### src/design/rv32_pkg.sv
// Package: shared types and constants for the RV32I subset execute block
`timescale 1ns / 1ps
package rv32_pkg;

  localparam logic [6:0] OP_R      = 7'd51;
  localparam logic [6:0] OP_I      = 7'd19;
  localparam logic [6:0] OP_LOAD   = 7'd3;
  localparam logic [6:0] OP_STORE  = 7'd35;
  localparam logic [6:0] OP_BRANCH = 7'd99;
  localparam logic [6:0] OP_LUI    = 7'd55;
  localparam logic [6:0] OP_JAL    = 7'd111;

  localparam logic [1:0] ST_OK      = 2'd0;
  localparam logic [1:0] ST_UNKNOWN = 2'd1;
  localparam logic [1:0] ST_RANGE   = 2'd2;

  typedef enum logic [3:0] {
    K_ADD, K_XOR, K_ORI, K_SRAI, K_LB, K_LW, K_SB, K_SW,
    K_BEQ, K_LUI, K_JAL, K_BAD
  } kind_t;

  // Back-end sequencing: memory clear, normal issue, load data return
  typedef enum logic [1:0] {S_CLEAR, S_RUN, S_LOAD} bstate_t;

  // Decoded instruction passed from front to back
  typedef struct packed {
    kind_t       kind;
    logic [4:0]  rd;
    logic [4:0]  rs1;
    logic [4:0]  rs2;
    logic [31:0] imm;
  } dec_t;

endpackage

### src/design/rv32_front.sv
// Front end: accept instruction beats, decode them and queue the result
`timescale 1ns / 1ps
module rv32_front (
  input  logic                 clk,
  input  logic                 rst_n,
  input  logic                 in_valid,
  output logic                 in_stall,
  input  logic [31:0]          in_instruction,
  output logic                 q_valid,
  output rv32_pkg::dec_t       q_data,
  input  logic                 q_take
);
  import rv32_pkg::*;

  dec_t       dec;
  logic [6:0] opc;
  logic [2:0] f3;
  logic [6:0] f7;
  dec_t       slot_r [2];
  logic       wp_r, wp_nxt, rp_r, rp_nxt;
  logic [1:0] cnt_r, cnt_nxt;
  logic       push;

  assign opc = in_instruction[6:0];
  assign f3  = in_instruction[14:12];
  assign f7  = in_instruction[31:25];

  // Classify the instruction and form its immediate
  always_comb begin
    dec.rd  = in_instruction[11:7];
    dec.rs1 = in_instruction[19:15];
    dec.rs2 = in_instruction[24:20];
    dec.imm = {{20{in_instruction[31]}}, in_instruction[31:20]};
    dec.kind = K_BAD;
    case (opc)
      OP_R: begin
        if (f3 == 3'd0 && f7 == 7'd0) dec.kind = K_ADD;
        else if (f3 == 3'd4 && f7 == 7'd0) dec.kind = K_XOR;
      end
      OP_I: begin
        if (f3 == 3'd6) dec.kind = K_ORI;
        else if (f3 == 3'd5 && f7 == 7'h20) dec.kind = K_SRAI;
      end
      OP_LOAD: begin
        if (f3 == 3'd0) dec.kind = K_LB;
        else if (f3 == 3'd2) dec.kind = K_LW;
      end
      OP_STORE: begin
        dec.imm = {{20{in_instruction[31]}}, in_instruction[31:25], in_instruction[11:7]};
        if (f3 == 3'd0) dec.kind = K_SB;
        else if (f3 == 3'd2) dec.kind = K_SW;
      end
      OP_BRANCH: begin
        dec.imm = {{19{in_instruction[31]}}, in_instruction[31], in_instruction[7],
                   in_instruction[30:25], in_instruction[11:8], 1'b0};
        if (f3 == 3'd0) dec.kind = K_BEQ;
      end
      OP_LUI: begin
        dec.imm  = {in_instruction[31:12], 12'd0};
        dec.kind = K_LUI;
      end
      OP_JAL: begin
        dec.imm = {{11{in_instruction[31]}}, in_instruction[31], in_instruction[19:12],
                   in_instruction[20], in_instruction[30:21], 1'b0};
        dec.kind = K_JAL;
      end
      default: dec.kind = K_BAD;
    endcase
  end

  // Two-entry queue between decode and execute
  assign in_stall = (cnt_r == 2'd2);
  assign push     = in_valid && !in_stall;
  assign q_valid  = (cnt_r != 2'd0);
  assign q_data   = slot_r[rp_r];

  always_comb begin
    wp_nxt  = wp_r ^ push;
    rp_nxt  = rp_r ^ q_take;
    cnt_nxt = cnt_r + {1'b0, push} - {1'b0, q_take};
  end

  always_ff @(posedge clk) begin
    if (!rst_n) begin
      wp_r  <= 1'b0;
      rp_r  <= 1'b0;
      cnt_r <= 2'd0;
    end else begin
      wp_r  <= wp_nxt;
      rp_r  <= rp_nxt;
      cnt_r <= cnt_nxt;
    end
    if (push) begin
      slot_r[wp_r] <= dec;
    end
  end
endmodule

### config.mk
export PLATFORM = sky130hd
export DESIGN_NAME = rv32_front
export DESIGN_NICKNAME = d
export VERILOG_FILES = /design/src/design/rv32_pkg.sv /design/src/design/rv32_front.sv
export SDC_FILE = /design/constraint.sdc
export NUM_CORES = 1
export LEC_CHECK = 0
export BUFFER_PORTS_ARGS = -buffer_cell sky130_fd_sc_hd__buf_4
export CORE_UTILIZATION = 55
export DETAILED_ROUTE_END_ITERATION = 10
export PLACE_DENSITY = 0.8
export SLEW_MARGIN = 40
export SYNTH_ARGS = -nofsm -noshare
export SYNTH_HDL_FRONTEND = slang
export SYNTH_SLANG_ARGS = --single-unit
### constraint.sdc
create_clock -name clk -period 2.6 [get_ports clk]
set_clock_uncertainty 0.05 [all_clocks]
set_input_delay 0 -clock clk [delete_from_list [all_inputs] [get_ports clk]]
set_output_delay 0 -clock clk [all_outputs]
set_load 0.005 [all_outputs]
# Yosys cells after proc, flatten, opt, wreduce, memory -nomap -nowiden

Memory sizes are Yosys's and may differ from the RTL's. A register that Yosys moved wholly into a read port is not among the register bits.
Index checks and enable logic that the tools add are counted.

Flip-flop bits (word level): 4
Bits in writable memories: 102
Input port bits: 36
Output and inout port bits: 53
Memories: 1

$add $sub $neg: 2
Equal/unequal tests: 13
Mux-type cells: 14
Bitwise operators: 2
Reductions and logical operators: 8

Memories:

| memory | words | width | rd ports | clocked after memory_dff | wr ports | line             | source |
|---|---|---|---|---|---|---|---|
| slot_r | 2     | 51    | 1        | 1                        | 1        | rv32_front.sv:19 | `dec_t slot_r [2];` |

Operator list:

| kind                 | number |
|---|---|
| $pmux W31 S4         | 1 |
| $mux W4              | 8 |
| $eq A7 B6 Y1 const B | 4 |
| $pmux W4 S7          | 1 |
| $eq A7 B7 Y1 const B | 2 |
| $eq A3 B3 Y1 const B | 3 |
| $eq A7 B2 Y1 const B | 1 |
| $eq A7 B5 Y1 const B | 1 |
| $logic_not A7 Y1     | 1 |
| $logic_and A1 B1 Y1  | 4 |
| $eq A3 B2 Y1 const B | 1 |
| $logic_not A3 Y1     | 1 |
| $mux W1              | 3 |
| $add A2 B1 Y2        | 1 |
| $eq A2 B2 Y1 const B | 1 |
| $mux W2              | 1 |
| $reduce_bool A2 Y1   | 1 |
| $sub A2 B1 Y2        | 1 |
| $xor A1 B1 Y1        | 2 |
| $logic_not A1 Y1     | 1 |

# Longest topological paths before layout

Gate-level depths: netlist of run 1.

Depth after elaboration: 5
Gate-level depth with buffers: 8

# Worst setup path after synthesis of run 1

OpenSTA, ideal clock, no wires.

Path type: register to register
From: register cnt_r[0]
To: memory slot_r[1][0] (netlist name) (enable)
Setup time: 0.414 ns
Arrival: 1.826 ns
Data required time: 2.136 ns
Slack: 0.310 ns
Cell stages (with the launch flop): 5
Path buffers: 0
Period minus slack after synthesis: 2.290 ns
Cells stage by stage: dfxtp_1 nand2b_1 nand2_1 inv_1 ha_1

Longest elaborated chain between the ends: 5

RTL lines:

| what                          | line             | source |
|---|---|---|
| start: declaration            | rv32_front.sv:21 | `logic [1:0] cnt_r, cnt_nxt;` |
| start signal: assignment      | rv32_front.sv:91 | `cnt_r <= cnt_nxt;` |
| $eq A2 B2 Y1                  | rv32_front.sv:72 | `assign in_stall = (cnt_r == 2'd2);` |
| $logic_not A1 Y1              | rv32_front.sv:73 | `assign push = in_valid && !in_stall;` |
| $logic_and A1 B1 Y1           | rv32_front.sv:73 |  |
| $mux W1                       | rv32_front.sv:93 | `if (push) begin` |
| $mux W1 (not written as such) | rv32_front.sv:94 | `slot_r[wp_r] <= dec;` |
| end: declaration              | rv32_front.sv:19 |  |

Every way passes these cells.

==> results of run 1 <==
sequential cells by signal, summed over array words and instances, names as in the netlist, named ones only:
name / count
cnt_r: 2
rp_r: 1
slot_r: 102
wp_r: 1
routing by layer:
layer	vias up	part of all wire, %	wire length [um]	track usage (%)
met5	-	0	0	0
met4	0	2.0	172	9.38
met3	18	4.5	385	3.69
met2	96	51	4350	35.3
met1	1381	42	3620	25.7
li1	1309	-	-	-
cells in the final DEF, fill, tap and decap left out, drive strengths merged, types with 2 or more instances in the layout:
master	instances
o21ai	8
o311ai	3
ha	4
or2	2
or3	2
nor2b	8
dlygate4sd3	30
nor4	3
dfxtp	5
nand3	2
and3	2
nand4	2
nor2	4
and2	5
and4	2
nand2b	4
clkbuf	10
xnor2	2
buf	93
clkinv	3
inv	6
a22o	4
nand2	22
a21o	11
mux2	51
a32oi	2
edfxtp	102
cell type report:
class	count	area share, %
clock buffers	10	2.20
clock inverters	6	1.12
inverters	5	0.324
multi-input cells	155	21.9
flip-flops and latches	107	54.6
well taps	102	2.20
repair buffers	123	17.7
worst paths after layout:
| path | to | slack [ns] | start | depth (start not counted) |
|---|---|---|---|---|
| max | q_data[31] | 0.69 | register | 3 |
| min | wp_r$_SDFF_PN0_ | 0.02 | in_valid | 5 |
| max reg2reg | slot_r[0][16]$_DFFE_PP_ | 0.80 | cnt_r[0]$_SDFF_PN0_ | 5 |
| min reg2reg | rp_r$_SDFF_PN0_ | 0.54 | rp_r$_SDFF_PN0_ | 2 |
worst register-to-register path: stages, from the launching register on:
cell and delay (ns):
dfxtp_1 0.35, nand2b_1 0.13, nand2_1 0.08, inv_1 0.08
ha_2 0.50, buf_12 0.29
logic make-up (layout without fill, tap and decap cells):
family	Yosys count	count (layout)	synth area share, %
buf+inv	17	144	1.86
fa+ha+maj	4	4	1.11
mux	51	51	12.7
flops	107	107	70.2
compound gates	32	32	5.47
xor+xnor	3	3	0.583
simple gates	65	65	8.08
through the flow:
stage	setup slack [ns]	instance area, sq um	util [%]	instances
finish	0.690	5800	74.2	508
global placement	0.871	5300	67.9	462
detailed placement	0.794	5300	67.9	462
CTS	0.665	5790	74.2	508
floorplan	0.310	4510	-	279
global route	0.605	5800	74.2	508
power by group:
part | internal (uW) | switching [uW]
logic | 485 | 407
registers | 2190 | 72.3
clock network | 448 | 533
total | 3130 | 1010
==> flow_summary.ini, run 1 <==
[global_route]
overflow = 0
grt_max_degree = 35
grt_pass1_wl_um = 13200
grt_use_total_pct = 20.7
antenna_found_initial = 0
grt_pass1_vias = 2769

[power_and_ir_drop]
ir_drop_uv = 348
power.total_uw = 4140
p_leak_uw = 0.00219
powerDensity_nw_per_um2 = 714

[clock_tree]
cts_resized = 0
h-tree-depth = 3
cts_tree = done
clk_latency_ns = 0.35
cts.sinks = 107
path_clk_slew_ns = 0.09
cts_made_buffers = 9
cts_root_buf = clkbuf_8
clk_path_buf_depth = 2
post_cts_buffers = 0
cts.hold.buffers_added = 30

[sta]
max_slew_margin_pct = 63.2
hold-worst-slack_ns = 0.0182
rsz0062_at_grt = false
finalSetupViolCount = 0
setup_tns_ns = 0
worst_pin_slew_ns = 0.552
max_freq_mhz = 523
hold_viol = 0
fin_crit_ns = 1.91
fin_crit_sh_pct = 73.5
report.final.slew_viol_count = 0

[floorplanning]
die-area_sq_um = 8560
initial_core_util_pct = 57.7
ioPinCount = 89
rows = 32
die_x_um = 92.5
fp.dieH_um = 92.5
coreArea_sq_um = 7810

[placed_design]
hpwl_um = 5500
io_buffer_count = 88
gp_congestion = 0.784

[synthesis]
syn-cell-area_sq_um = 4510
synth_nets = 319
synth_ff_type = edfxtp_1
yosys_warnings = 0
yosysUniqueCellTypes = 43
synth_commonest_cells = edfxtp_1 (102), mux2_2 (51), nand2_1 (22)
synth.most_common_cell = edfxtp_1
synth_top_area_cell = edfxtp_1
synth_edf_count = 102
synth_seq_cells = 107
ys_top_cells_by_area = edfxtp_1 (68%), mux2_2 (13%), dfxtp_1 (2.2%), a21o_1 (1.8%), nand2_1 (1.8%)
synth-async-reset-ratio_pct = 0
avgSynthCellArea_sq_um = 16.2
seq_area_frac_synth_pct = 70.2
syn-instance-count = 279
yosysTopAreaCellShare_pct = 67.9

[critical_path]
path_buf_inv = 2
worstPathRequired_ns = 2.55
arrival_ns = 1.86
crit_slowest_cell = dfxtp_2
crit_family = flip-flops
critical_path.max_stage_delay_ns = 0.69
crit_path_end_kind = output port
critical_path_peak_fanout = 32
crit_type = register to output port
path_cells = buf_12 > mux2_2 > buf_4
startpoint_type = register

[drt]
post_drt_wl_per_cell_um = 16.8
vias_per_cell = 5.52
dr.pass1.iters = 4
ant_nets = 0
dr.first_iter.drc_count = 159
drt_wl_total_um = 8530
vias = 2804
drc = 0

[layout]
syn2layout_area_growth_pct = 28.6
insertedDiodeCount = 0
multi_input_area_sq_um = 1270
drive_gt1_share_pct = 41.9
final_nets = 441
register_area_sq_um = 3160
n_fill_cell = 486

[hold_path]
holdCritPathClass = input port to register

[outcome]
outcome = finished, final reports clean

[job]
maxCapViolCount = 0
No activity file was read; power rests on OpenSTA's default activity.
==> run 2, diff against run 1 <==
--- a/config.mk
+++ b/config.mk
@@ -5,10 +5,11 @@
 export SDC_FILE = /design/constraint.sdc
 export NUM_CORES = 1
 export LEC_CHECK = 0
+export ABC_AREA = 1
 export BUFFER_PORTS_ARGS = -buffer_cell sky130_fd_sc_hd__buf_4
-export CORE_UTILIZATION = 55
+export CORE_UTILIZATION = 50
 export DETAILED_ROUTE_END_ITERATION = 10
-export PLACE_DENSITY = 0.8
+export PLACE_DENSITY = 0.76
 export SLEW_MARGIN = 40
 export SYNTH_ARGS = -nofsm -noshare
 export SYNTH_HDL_FRONTEND = slang
==> constraint.sdc (replaced) <==
create_clock -name clk -period 1.5 [get_ports clk]
set_clock_uncertainty 0.05 [all_clocks]
set_input_delay 0 -clock clk [delete_from_list [all_inputs] [get_ports clk]]
set_output_delay 0 -clock clk [all_outputs]
set_load 0.005 [all_outputs]
==> run 2 against run 1 <==
  * Global-route usage fell by 1.0 points
  * Hold slack better by 0.055 ns
  * Sequential power grew 64%
  * Largest cell class unchanged
  * Synthesized cell count grew 19%
  * Core utilization fell by 4.6 points
  * The flow now finishes with violations (setup timing)
  * Critical endpoint is now q_data[36]
  * Die area is 13% higher
  * Sequential share of layout area is 3.2 points lower
  * Setup slack lost 0.71 ns
  * Critical path depth stayed put
  * Final cell count grew 14%
  * Cell area rose by 6.3%
  * Non-clock buffer count rose by 7
==> flow_summary.ini, run 2 <==
[outcome]
outcome = finished with violations
violations = setup timing

[drt]
drt_wl_total_um = 9290
dr.pass1.iters = 9
dr.first_iter.drc_count = 213
post_drt_wl_per_cell_um = 16.1
vias_per_cell = 5.21
vias = 3011
ant_nets = 0
drc = 0

[critical_path]
arrival_ns = 1.47
critical_path_peak_fanout = 16
worstPathRequired_ns = 1.45
crit_type = register to output port
crit_path_end_kind = output port
timing.rr.start = cnt_r[1]$_SDFF_PN0_
startpoint_type = register

[floorplanning]
die_x_um = 98.3
rows = 34
fp.dieH_um = 98.3
die-area_sq_um = 9670
ioPinCount = 89
initial_core_util_pct = 52.4
coreArea_sq_um = 8850

[global_route]
antenna_found_initial = 0
overflow = 0
grt_max_degree = 33
grt_use_total_pct = 19.7
grt_pass1_vias = 2977
grt_pass1_wl_um = 14400

[clock_tree]
cts_root_buf = clkbuf_8
clk_latency_ns = 0.37
cts_tree = done
h-tree-depth = 3
clk_path_buf_depth = 2
path_clk_slew_ns = 0.10
cts.sinks = 107
cts_made_buffers = 9

[sta]
rsz0062_at_grt = true
max_slew_margin_pct = 78.6
fin_crit_ns = 1.52
fin_crit_sh_pct = 101
fin_ws_ns = -0.0196
report.final.slew_viol_count = 0
hold-worst-slack_ns = 0.0729
hold_viol = 0
finalSetupViolCount = 28
worst_pin_slew_ns = 0.319
max_freq_mhz = 658

[synthesis]
avgSynthCellArea_sq_um = 13.9
synth-compound-area-share_pct = 4.50
syn-cell-area_sq_um = 4640
synth_seq_cells = 107
synth_edf_count = 102
synth_top_family_by_area = multiplexers
yosysTopAreaCellShare_pct = 66.0
ys_top_cells_by_area = edfxtp_1 (66%), mux2_2 (12%), nand2_1 (3.6%), inv_1 (2.6%), nor2_1 (2.6%)
synthAdderAreaFrac_pct = 1.08
synth_top_area_cell = edfxtp_1
yosysUniqueCellTypes = 25
syn-instance-count = 333
synth.most_common_cell = edfxtp_1
synth_nets = 373
synth-xor-area-share_pct = 0.189
synth-async-reset-ratio_pct = 0
seq_area_frac_synth_pct = 68.2
yosys_warnings = 0
synth_commonest_cells = edfxtp_1 (102), mux2_2 (51), nand2_1 (44)
synth_ff_type = edfxtp_1
synthMuxAreaShare_pct = 12.4
yosys.area_share.simple_pct = 9.68

[placed_design]
gp_congestion = 0.913
dp_slack_ns = -0.0540
hpwl_um = 6130
placed_area_sq_um = 5540
io_buffer_count = 88

[power_and_ir_drop]
p_leak_uw = 0.00248
powerDensity_nw_per_um2 = 1100
ir_drop_uv = 705

[layout]
syn2layout_area_growth_pct = 32.8
regMostFlops = slot_r
layout_common_cells = edfxtp_1 (102), buf_4 (85), nand2_1 (44)
insertedDiodeCount = 0
largest_reg_flops = 102
postLayoutCellArea_sq_um = 6160
top_regs = slot_r (102), cnt_r (2)
final_nets = 505
drive_gt1_share_pct = 40.2
final_common_cell = edfxtp_1

[hold_path]
holdCritPathClass = input port to register
worstHoldStart = in_instruction[12]

[job]
maxCapViolCount = 0
run 2: kinds of logic after synthesis:
logic type	after synthesis
buf+inv	42
xor+xnor	1
flops	107
compound gates	30
mux	51
fa+ha+maj	4
simple gates	98
run 2: area by class of cell:
class | instances | area (sq um)
Sequential cell | 107 | 3170
Inverter | 33 | 129
Clock inverter | 6 | 53.8
Fill cell | 628 | 2690
Multi-Input combinational cell | 184 | 1390
Clock buffer | 10 | 128
Tap cell | 108 | 135
Timing Repair Buffer | 130 | 1160
run 2: what timing repair did:
action | CTS | global route
endpoints found under the setup margin | 52 | 52
hold endpoints to repair | 67 | 0
setup buffers | 0 | 0
gates resized for setup | 5 | 40
hold buffers | 26 | 0
gates cloned | 0 | 1
run 2: path summary, 6_finish.rpt:
check                                  to  slack, ns  cells past startpoint
setup / recovery               q_data[36]      -0.02                      3
hold / removal    slot_r[1][47]$_DFFE_PP_       0.07                      5
setup reg to reg      cnt_r[1]$_SDFF_PN0_       0.07                      8
hold reg to reg                  register       0.42                      1
run 2: layer usage:
layer	routed length, um	track usage (%)	vias up
met5	0	0	-
met4	171	9.87	0
met3	426	2.72	13
met2	4590	33.0	97
met1	4100	25.1	1451
li1	-	-	1450
run 2: through the flow:
step	utilization (%)	total power, uW	TNS (ns)	cells
CTS	67.7	6660	-1.46	577
floorplan	-	4350	-25.67	333
global route	69.7	7010	-1.68	578
global placement	62.6	4960	0	535
detailed placement	62.6	4990	-0.0540	535
finish	69.7	6750	-0.258	578
run 2: where the power goes:
group          switching (uW)  internal, uW
Sequential               84.6          3650
Combinational             605           765
Clock                    1010           637
Total                    1700          5050
run 2: worst max-delay path, cell delays in order, from the launching register on:
cell and delay (ns):
dfxtp_4 0.41, clkbuf_16 0.20, mux2_2 0.35, buf_4 0.14
